`config.mk`:
```
export PLATFORM = sky130hd
export DESIGN_NAME = keyword_elimination_matcher_flat
export DESIGN_NICKNAME = d
export VERILOG_FILES = /design/src/sv/kem_pkg.sv /design/src/sv/kem_in_if.sv /design/src/sv/kem_out_if.sv /design/src/sv/kem_regs.sv /design/src/sv/kem_match.sv /design/src/sv/keyword_elimination_matcher.sv /design/src/flat_wrapper.sv
export SDC_FILE = /design/constraint.sdc
export NUM_CORES = 1
export LEC_CHECK = 0
export BUFFER_PORTS_ARGS = -buffer_cell sky130_fd_sc_hd__buf_4
export CORE_ASPECT_RATIO = 1.1
export CORE_MARGIN = 4
export CORE_UTILIZATION = 25
export CTS_CLUSTER_DIAMETER = 60
export CTS_CLUSTER_SIZE = 28
export DETAILED_ROUTE_END_ITERATION = 10
export GPL_TIMING_DRIVEN = 0
export PLACE_DENSITY = 0.45
export SYNTH_ARGS = -nofsm -noshare
export SYNTH_HDL_FRONTEND = slang
export SYNTH_HIERARCHICAL = 1
export SYNTH_SLANG_ARGS = --single-unit
```
`constraint.sdc`:
```
create_clock -name clk -period 5.2 [get_ports clk]
set_input_delay 0.26 -clock clk [delete_from_list [all_inputs] [get_ports clk]]
set_output_delay 0.26 -clock clk [all_outputs]
set_load 0.005 [all_outputs]
```
`src/sv/kem_pkg.sv`:
```
// ----------------------------------------------------------------------------
// kem_pkg
// Shared constants, types and helper functions for the keyword matcher.
// ----------------------------------------------------------------------------
package kem_pkg;

  localparam int MAX_KEYWORDS = 6;
  localparam int MAX_CHARS    = 8;
  localparam int CHAR_W       = 8;
  localparam int KW_W         = MAX_CHARS * CHAR_W;
  localparam int POS_W        = $clog2(MAX_CHARS + 2);
  localparam int CNT_W        = 3;
  localparam int VERDICT_W    = 2;
  localparam int REG_COUNT    = MAX_KEYWORDS + 1;
  localparam int REG_IDX_W    = $clog2(REG_COUNT);
  localparam int ADDR_W       = REG_IDX_W + 3;
  localparam int DATA_W       = 64;

  localparam logic [REG_IDX_W-1:0] REG_KEYWORD_COUNT = REG_IDX_W'(MAX_KEYWORDS);
  localparam logic [CNT_W-1:0]     KW_COUNT_RESET    = CNT_W'(1);

  localparam logic [VERDICT_W-1:0] V_EMPTY = 2'd0;
  localparam logic [VERDICT_W-1:0] V_MATCH = 2'd1;
  localparam logic [VERDICT_W-1:0] V_BAD   = 2'd2;

  typedef enum logic [1:0] {
    PH_CHECK     = 2'd0,
    PH_CHECK_SEP = 2'd1,
    PH_END       = 2'd2,
    PH_SKIP      = 2'd3
  } phase_t;

  typedef logic [KW_W-1:0] keyword_t;

  typedef struct packed {
    keyword_t [MAX_KEYWORDS-1:0] keyword;
    logic [CNT_W-1:0]            keyword_count;
  } kem_cfg_t;

  typedef struct packed {
    phase_t                  phase;
    logic [MAX_KEYWORDS-1:0] alive;
    logic [POS_W-1:0]        pos;
    logic [VERDICT_W-1:0]    verdict;
  } kem_state_t;

  // index of the first zero byte, or MAX_CHARS
  function automatic logic [POS_W-1:0] kw_length(keyword_t kw);
    logic [POS_W-1:0] len;
    len = POS_W'(MAX_CHARS);
    for (int i = MAX_CHARS - 1; i >= 0; i--) begin
      if (kw[i*CHAR_W +: CHAR_W] == '0) begin
        len = POS_W'(i);
      end
    end
    return len;
  endfunction

  // raw byte at a position, zero past the last slot
  function automatic logic [CHAR_W-1:0] kw_byte_at(keyword_t kw, logic [POS_W-1:0] pos);
    logic [CHAR_W-1:0] b;
    b = '0;
    for (int i = 0; i < MAX_CHARS; i++) begin
      if (pos == POS_W'(i)) begin
        b = kw[i*CHAR_W +: CHAR_W];
      end
    end
    return b;
  endfunction

  function automatic logic [MAX_KEYWORDS-1:0] in_use_mask(logic [CNT_W-1:0] cnt);
    logic [CNT_W-1:0]        n;
    logic [MAX_KEYWORDS-1:0] mask;
    n = (cnt > CNT_W'(MAX_KEYWORDS)) ? CNT_W'(MAX_KEYWORDS) : cnt;
    for (int k = 0; k < MAX_KEYWORDS; k++) begin
      mask[k] = (CNT_W'(k) < n);
    end
    return mask;
  endfunction

endpackage

```
`src/sv/kem_in_if.sv`:
```
// ----------------------------------------------------------------------------
// kem_in_if
// Character channel: one character with its separator and restart flags.
// ----------------------------------------------------------------------------
interface kem_in_if;
  logic                       valid;
  logic                       ready;
  logic [kem_pkg::CHAR_W-1:0] char_code;
  logic                       is_separator;
  logic                       first_char;

  modport source (output valid, output char_code, output is_separator,
                  output first_char, input ready);
  modport sink   (input valid, input char_code, input is_separator,
                  input first_char, output ready);
endinterface

```
`src/sv/kem_out_if.sv`:
```
// ----------------------------------------------------------------------------
// kem_out_if
// Verdict channel: one verdict per character.
// ----------------------------------------------------------------------------
interface kem_out_if;
  logic                          valid;
  logic                          ready;
  logic [kem_pkg::VERDICT_W-1:0] verdict;

  modport source (output valid, output verdict, input ready);
  modport sink   (input valid, input verdict, output ready);
endinterface

```
`src/sv/kem_regs.sv`:
```
// ----------------------------------------------------------------------------
// kem_regs
// APB register file holding the keywords and the keyword count.
// ----------------------------------------------------------------------------
module kem_regs (
  input  logic                         clk,
  input  logic                         rst,
  input  logic                         psel,
  input  logic                         penable,
  input  logic                         pwrite,
  input  logic [kem_pkg::ADDR_W-1:0]   paddr,
  input  logic [kem_pkg::DATA_W-1:0]   pwdata,
  output logic [kem_pkg::DATA_W-1:0]   prdata,
  output logic                         pready,
  output kem_pkg::kem_cfg_t            cfg
);
  import kem_pkg::*;

  logic [REG_IDX_W-1:0] idx;
  logic                 wr_en;

  assign idx    = paddr[ADDR_W-1:3];
  assign wr_en  = psel && penable && pwrite;
  assign pready = 1'b1;

  always_ff @(posedge clk) begin
    if (rst) begin
      cfg.keyword       <= '0;
      cfg.keyword_count <= KW_COUNT_RESET;
    end else if (wr_en) begin
      if (idx < REG_KEYWORD_COUNT) begin
        cfg.keyword[idx] <= pwdata[KW_W-1:0];
      end else if (idx == REG_KEYWORD_COUNT) begin
        cfg.keyword_count <= pwdata[CNT_W-1:0];
      end
    end
  end

  always_comb begin
    prdata = '0;
    if (idx < REG_KEYWORD_COUNT) begin
      prdata = DATA_W'(cfg.keyword[idx]);
    end else if (idx == REG_KEYWORD_COUNT) begin
      prdata = DATA_W'(cfg.keyword_count);
    end
  end

endmodule

```
`src/sv/kem_match.sv`:
```
// ----------------------------------------------------------------------------
// kem_match
// One matching step: compares a character against all keywords in parallel
// and produces the next matcher state.
// ----------------------------------------------------------------------------
module kem_match (
  input  kem_pkg::kem_state_t          state,
  input  kem_pkg::kem_cfg_t            cfg,
  input  logic [kem_pkg::CHAR_W-1:0]   char_code,
  input  logic                         is_separator,
  input  logic                         first_char,
  output kem_pkg::kem_state_t          state_next
);
  import kem_pkg::*;

  kem_state_t              cur;
  logic [POS_W-1:0]        len [MAX_KEYWORDS];
  logic [MAX_KEYWORDS-1:0] hit;
  logic [MAX_KEYWORDS-1:0] survive;
  logic [POS_W-1:0]        last_len;
  logic [POS_W-1:0]        pos_inc;
  logic                    single;
  phase_t                  phase_next;

  // restart happens before the character is taken
  always_comb begin
    cur = state;
    if (first_char) begin
      cur.phase   = PH_CHECK;
      cur.verdict = V_EMPTY;
      cur.alive   = in_use_mask(cfg.keyword_count);
      cur.pos     = '0;
    end
  end

  always_comb begin
    for (int k = 0; k < MAX_KEYWORDS; k++) begin
      len[k] = kw_length(cfg.keyword[k]);
      hit[k] = ((cur.pos < len[k]) ? kw_byte_at(cfg.keyword[k], cur.pos) : '0) == char_code;
    end
  end

  assign survive = cur.alive & hit;
  assign single  = (survive != '0) && ((survive & (survive - 1'b1)) == '0);
  assign pos_inc = cur.pos + 1'b1;

  always_comb begin
    last_len = '0;
    for (int k = 0; k < MAX_KEYWORDS; k++) begin
      if (survive[k]) begin
        last_len = last_len | len[k];
      end
    end
  end

  // next phase
  always_comb begin
    phase_next = cur.phase;
    unique case (cur.phase)
      PH_CHECK: begin
        if (survive == '0) begin
          phase_next = PH_END;
        end else if (single && (pos_inc == last_len)) begin
          phase_next = PH_CHECK_SEP;
        end
      end
      PH_CHECK_SEP: phase_next = PH_END;
      PH_END:       phase_next = PH_SKIP;
      PH_SKIP:      phase_next = PH_SKIP;
      default:      phase_next = PH_SKIP;
    endcase
  end

  // datapath state
  always_comb begin
    state_next       = cur;
    state_next.phase = phase_next;
    unique case (cur.phase)
      PH_CHECK: begin
        state_next.alive = survive;
        if (cur.pos < POS_W'(MAX_CHARS)) begin
          state_next.pos = pos_inc;
        end
      end
      PH_CHECK_SEP: begin
        if (is_separator) begin
          state_next.verdict = V_MATCH;
        end
      end
      PH_END:  state_next.verdict = V_BAD;
      PH_SKIP: state_next.verdict = cur.verdict;
      default: state_next.verdict = cur.verdict;
    endcase
  end

endmodule

```
`src/sv/keyword_elimination_matcher.sv`:
```
// ----------------------------------------------------------------------------
// keyword_elimination_matcher
// Matches a character stream against up to six keywords by eliminating
// candidates on mismatch; one verdict beat per character beat.
// ----------------------------------------------------------------------------
//   port     dir  kind        content
//   in_ch    in   valid/ready char_code, is_separator, first_char
//   out_ch   out  valid/ready verdict
//   apb      in   psel/pen    keyword_0..5 at 8*i, keyword_count at 0x30
//
// one character per cycle while out_ch is not stalled; a verdict beat becomes
// valid on out_ch after its character beat is taken (input register, then the
// match step into the verdict register)
// the matcher state is updated once per character as it moves to the output
// a stalled out_ch holds the verdict and the input register, then in_ch stalls
// rst is synchronous: keywords clear, count is one, matcher restarts
// ----------------------------------------------------------------------------
module keyword_elimination_matcher (
  input  logic                         clk,
  input  logic                         rst,
  kem_in_if.sink                       in_ch,
  kem_out_if.source                    out_ch,
  input  logic                         psel,
  input  logic                         penable,
  input  logic                         pwrite,
  input  logic [kem_pkg::ADDR_W-1:0]   paddr,
  input  logic [kem_pkg::DATA_W-1:0]   pwdata,
  output logic [kem_pkg::DATA_W-1:0]   prdata,
  output logic                         pready
);
  import kem_pkg::*;

  kem_cfg_t             cfg;
  kem_state_t           state;
  kem_state_t           state_next;

  logic                 s1_valid;
  logic [CHAR_W-1:0]    s1_char_code;
  logic                 s1_is_separator;
  logic                 s1_first_char;
  logic                 advance;
  logic                 in_ready;
  logic                 out_valid;
  logic [VERDICT_W-1:0] out_verdict;

  kem_regs u_regs (
    .clk     (clk),
    .rst     (rst),
    .psel    (psel),
    .penable (penable),
    .pwrite  (pwrite),
    .paddr   (paddr),
    .pwdata  (pwdata),
    .prdata  (prdata),
    .pready  (pready),
    .cfg     (cfg)
  );

  kem_match u_match (
    .state        (state),
    .cfg          (cfg),
    .char_code    (s1_char_code),
    .is_separator (s1_is_separator),
    .first_char   (s1_first_char),
    .state_next   (state_next)
  );

  assign advance      = s1_valid && (!out_valid || out_ch.ready);
  assign in_ready     = !s1_valid || advance;
  assign in_ch.ready  = in_ready;
  assign out_ch.valid = out_valid;
  assign out_ch.verdict = out_verdict;

  always_ff @(posedge clk) begin
    if (rst) begin
      s1_valid      <= 1'b0;
      out_valid     <= 1'b0;
      state.phase   <= PH_CHECK;
      state.alive   <= in_use_mask(KW_COUNT_RESET);
      state.pos     <= '0;
      state.verdict <= V_EMPTY;
    end else begin
      if (in_ready) begin
        s1_valid <= in_ch.valid;
      end
      if (advance) begin
        state     <= state_next;
        out_valid <= 1'b1;
      end else if (out_ch.ready) begin
        out_valid <= 1'b0;
      end
    end
  end

  always_ff @(posedge clk) begin
    if (in_ch.valid && in_ready) begin
      s1_char_code    <= in_ch.char_code;
      s1_is_separator <= in_ch.is_separator;
      s1_first_char   <= in_ch.first_char;
    end
    if (advance) begin
      out_verdict <= state_next.verdict;
    end
  end

  a_reset_empty: assert property (@(posedge clk) rst |=> !s1_valid && !out_valid)
    else $error("pipeline not empty after reset");

  a_stall_cause: assert property (@(posedge clk) disable iff (rst)
    !in_ready |-> s1_valid && out_valid && !out_ch.ready)
    else $error("input stalled without a full pipeline");

  a_pos_range: assert property (@(posedge clk) disable iff (rst)
    state.pos <= POS_W'(MAX_CHARS))
    else $error("character position past saturation");

  a_skip_bad: assert property (@(posedge clk) disable iff (rst)
    state.phase == PH_SKIP |-> state.verdict == V_BAD)
    else $error("skip phase without bad verdict");

  a_check_empty: assert property (@(posedge clk) disable iff (rst)
    state.phase == PH_CHECK || state.phase == PH_END |-> state.verdict != V_BAD)
    else $error("bad verdict before end phase completed");

endmodule

```
`src/flat_wrapper.sv`:
```
// flat-port wrapper written by rule: the top's interface ports become plain ports
module keyword_elimination_matcher_flat import kem_pkg::*;
  (clk, rst, psel, penable, pwrite, paddr, pwdata, prdata, pready, in_ch_valid, in_ch_char_code, in_ch_is_separator, in_ch_first_char, in_ch_ready, out_ch_valid, out_ch_verdict, out_ch_ready);
  kem_in_if in_ch_i ();
  kem_out_if out_ch_i ();
  input  logic clk;
  input  logic rst;
  input  logic psel;
  input  logic penable;
  input  logic pwrite;
  input  logic [kem_pkg::ADDR_W-1:0] paddr;
  input  logic [kem_pkg::DATA_W-1:0] pwdata;
  output logic [kem_pkg::DATA_W-1:0] prdata;
  output logic pready;
  input wire logic [$bits(in_ch_i.valid)-1:0] in_ch_valid;
  input wire logic [$bits(in_ch_i.char_code)-1:0] in_ch_char_code;
  input wire logic [$bits(in_ch_i.is_separator)-1:0] in_ch_is_separator;
  input wire logic [$bits(in_ch_i.first_char)-1:0] in_ch_first_char;
  output wire logic [$bits(in_ch_i.ready)-1:0] in_ch_ready;
  output wire logic [$bits(out_ch_i.valid)-1:0] out_ch_valid;
  output wire logic [$bits(out_ch_i.verdict)-1:0] out_ch_verdict;
  input wire logic [$bits(out_ch_i.ready)-1:0] out_ch_ready;
  assign in_ch_i.valid = in_ch_valid;
  assign in_ch_i.char_code = in_ch_char_code;
  assign in_ch_i.is_separator = in_ch_is_separator;
  assign in_ch_i.first_char = in_ch_first_char;
  assign in_ch_ready = in_ch_i.ready;
  assign out_ch_valid = out_ch_i.valid;
  assign out_ch_verdict = out_ch_i.verdict;
  assign out_ch_i.ready = out_ch_ready;
  keyword_elimination_matcher u_core (.clk(clk), .rst(rst), .in_ch(in_ch_i), .out_ch(out_ch_i), .psel(psel), .penable(penable), .pwrite(pwrite), .paddr(paddr), .pwdata(pwdata), .prdata(prdata), .pready(pready));
endmodule
```
==> flow_summary.toml <==
[setup_path]
r2r_end = "u_core/state[12]$_SDFFE_PP0P_"
crit_slowest_cell = "edfxtp_1"
arrival_ps = 5970
path_buf_inv = 8
critical_path.max_fanout = 11
cp.required_ps = 5750
r2r-start = "u_core/s1_first_char$_DFFE_PP_"
path_cells = "buf_6 > nand2b_4 > inv_4 > ha_4 > buf_8 > buf_6 > buf_4 > buf_6 > a221oi_2 > o31ai_4 > a222oi_1 > buf_4 > o221ai_1 > nor3_2 > buf_4 > o32ai_4 > o32ai_4 > a2111oi_4 > xnor2_1 > nand3_1 > nor4_4 > a221o_1 > nand2b_1 > mux2i_1"
critical_path_class = "reg2reg"
cp_top_family = "compound AO/OA/AOI/OAI gates"
rrSetupSlack_ps = -220
cp-end-kind = "flip-flop"
rr_worst_depth = 24
worst_path_largest_cell_delay_ps = 490
crit_path_start_kind = "flip-flop"

[synthesis]
synth-compound-area-share = 0.2449
synth_fp_nets = 3260
yosysSeqAreaShare = 0.3113
netlist_top_cells_area = "dfxtp_1 (30%), mux2i_1 (11%), nand2b_1 (8.8%), a21oi_1 (3.8%), mux2_2 (3.8%)"
synth_xor_area_frac = 0.004528
ys_types = 116
async_flop_share = 0
syn_inst = 3147
synthSimpleGateAreaFrac = 0.2164
ys_dominant_reg_cell = "dfxtp_1"
synth_top_area_cell = "dfxtp_1"
synth_top_family_by_area = "compound AO/OA/AOI/OAI gates"
syn_avg_cell_area_um2 = 8.604
yosysWarnings = 6
synth-seq-cells = 415
synth_area_um2 = 27080
yosysTopAreaCellShare = 0.2980
synth_fa_ha_area_frac = 0.01201
synth-edff-count = 12
synthMuxAreaShare = 0.1481

[placed_design]
pre_cts_slack_ps = -3369
dp_hpwl_um = 172600
globalplace.congestion = 1.079
port_buffers = 150

[hold_path]
hp-start = "rst"
min_path_type = "in2reg"
holdPathStages = 2
worstHoldEndpoint = "u_core/out_ch.valid$_SDFFE_PP0P_"

[finish]
drive_above_1_share = 0.2227
fin_util = 0.3223
layout_commonest_cell = "dfxtp_1"
syn_to_final_growth_pct = 27.78
multiInputGateArea_um2 = 18440
seqCellArea_um2 = 8444
final_cell_mix = "dfxtp_1 (390), nand2b_1 (378), mux2i_1 (296), buf_4 (236), a21oi_1 (195)"
n_fill_cell = 11340
fin_nets = 3581

[sta]
setup_viol = 2
tightest_slew_ps = 1611
layout_setup_ws_ps = -221.9
fin_skew_ps = 54.93
whs_ps = 91.40
fin_setup_tns_ps = -368.9
slew_violations = 32
rsz0062_at_grt = "true"
hold_viol_final = 0
finalCritPeriodShare = 1.043
clock.fmax_mhz = 184.4
slew_headroom = -0.07380
period_needed_ps = 5422

[floorplanning]
die_x_um = 321.8
io_pins = 156
core_um2 = 107400
fp-row-count = 126
start_util = 0.2522
die-area_um2 = 113600
die_height_um = 353.2

[pwr]
cellLeakagePower_nw = 13.40
ir_drop_uv = 234.7
powerDensity_nw_per_um2 = 227.4
totalPowerFinal_mw = 7.869

[drt]
via_per_inst = 6.186
dr.pass1.iters = 6
antenna_left = 0
drc = 0
drt_iter0_drc = 3769
drt_wl_total_um = 213200
wl_per_cell_um = 43.30
num_vias = 30450

[outcome]
outcome = "finished, violations left"
violations = "max-capacitance violations, max-slew violations, negative setup slack"

[clocking]
cts.sinks = 415
root_buffer = "clkbuf_16"
cts_made_buffers = 45
clk_pin_slew_ps = 70
htree_levels = 2
cts_buffer_depth = 3
clk_latency_ps = 670
cts_tree = "yes"

[global_routing]
grt_pass1_wl_um = 278400
grt_max_degree = 19
grt_overflow = 0
grt_pass1_vias = 28800
grt.total_usage = 0.3618
antenna_found_initial = 21

[run]
maxCapViolations = 3
metrics by stage:
step	cell area, µm²	std cells
floorplan	27080	3147
global placement	29970	4705
detailed placement	29980	4706
CTS	34330	4898
global route	34580	4915
finish	34600	4923
sequential cells by signal, summed over array words and instances, names as in the netlist:
| signal | flops |
|---|---|
| u_core/s1_char_code | 8 |
| u_core/out_ch.verdict | 2 |
| u_core/s1_valid | 1 |
| u_core/out_ch.valid | 1 |
| u_core/state | 14 |
| u_core/s1_first_char | 1 |
| u_core/s1_is_separator | 1 |
| u_core/u_regs/cfg | 387 |
worst register-to-register path, delay by kind of cell (launching register included):
family                     cells  cell delay, ps
DFF                            1             490
muxes                          1             120
buffers and inverters          8            1660
AOI/OAI and AO/OA              8            1910
xor gates and xnor gates       1             160
adders and majority gates      1             210
and+or+nand+nor                5             790
cells in the mapped netlist, types with 18 or more instances:
master / n
nor4_1: 64
nand3_1: 143
a21oi_1: 207
buf_6: 27
nor2_1: 92
or3_1: 19
o32ai_1: 19
o221ai_1: 22
mux2i_1: 296
buf_2: 91
mux2_2: 92
nand2b_1: 380
or4_1: 39
nand2_1: 138
a31oi_1: 21
inv_1: 45
o211ai_1: 26
o21ai_0: 207
clkbuf_1: 122
ha_1: 26
o211a_1: 18
a22oi_1: 71
o22ai_1: 46
buf_4: 32
nand3b_1: 18
a221o_1: 45
a221oi_1: 32
a32oi_1: 38
dfxtp_1: 403
nor3_1: 25
worst max path at each step:
stage	to	startpoint	cells after the start	slack, ps
finish	u_core/state[12]$_SDFFE_PP0P_	u_core/s1_first_char$_DFFE_PP_	24	-220
global route	u_core/state[12]$_SDFFE_PP0P_	u_core/u_regs/cfg[374]$_SDFFE_PP0P_	22	-300
CTS	u_core/state[12]$_SDFFE_PP0P_	u_core/u_regs/cfg[195]$_SDFFE_PP0P_	21	5
detailed placement	u_core/state[12]$_SDFFE_PP0P_	u_core/s1_first_char$_DFFE_PP_	24	-3370
global placement	u_core/state[12]$_SDFFE_PP0P_	u_core/s1_first_char$_DFFE_PP_	24	-3370
floorplan	u_core/state[12]$_SDFFE_PP0P_	u_core/s1_first_char$_DFFE_PP_	24	500
area by class of cell:
cell class              count  area share
multi-input cells        2401      0.5330
flip-flops and latches    415      0.2441
repair buffers            277     0.06788
plain buffers             279     0.05247
well taps                1408     0.05092
clock buffers              51     0.03468
clock inverters            31     0.01013
inverters                  49    0.005967
diodes                     12   0.0008679
power by group:
part	internal [mW]	total (mW)	switching [mW]	leakage, nW
Combinational	0.369	1.17	0.800	9.28
Clock	1.79	3.41	1.62	0.746
Sequential	3.22	3.29	0.0661	3.37
Total	5.38	7.87	2.49	13.4
layer usage:
metal | part of all wire | wire length, µm | global-route usage | up-vias
met4 | 0.081 | 17200 | 0.2335 | 10
li1 | - | - | - | 12570
met3 | 0.085 | 18120 | 0.08391 | 571
met5 | 0.00029 | 62 | 0 | -
met1 | 0.40 | 85810 | 0.4529 | 15440
met2 | 0.43 | 91980 | 0.5565 | 1867
logic make-up (layout without fill, tap and decap cells):
group	count (synthesis)	count (layout)
AND/OR/NAND/NOR	1020	1020
flip-flops	415	415
adder cells (fa/ha/maj)	26	26
buffers and inverters	331	687
other	1	13
XOR/XNOR	14	14
multiplexers	389	389
AO/OA/AOI/OAI	951	951
timing repair:
item,4_1_cts,5_1_grt
setup endpoints to repair,8,2
resized for setup,362,23
buffers inserted,35,14
hold endpoints to repair,202,0
hold buffers,77,0
pin swaps,51,24
Note: power is estimated with default switching activity, not from simulation.
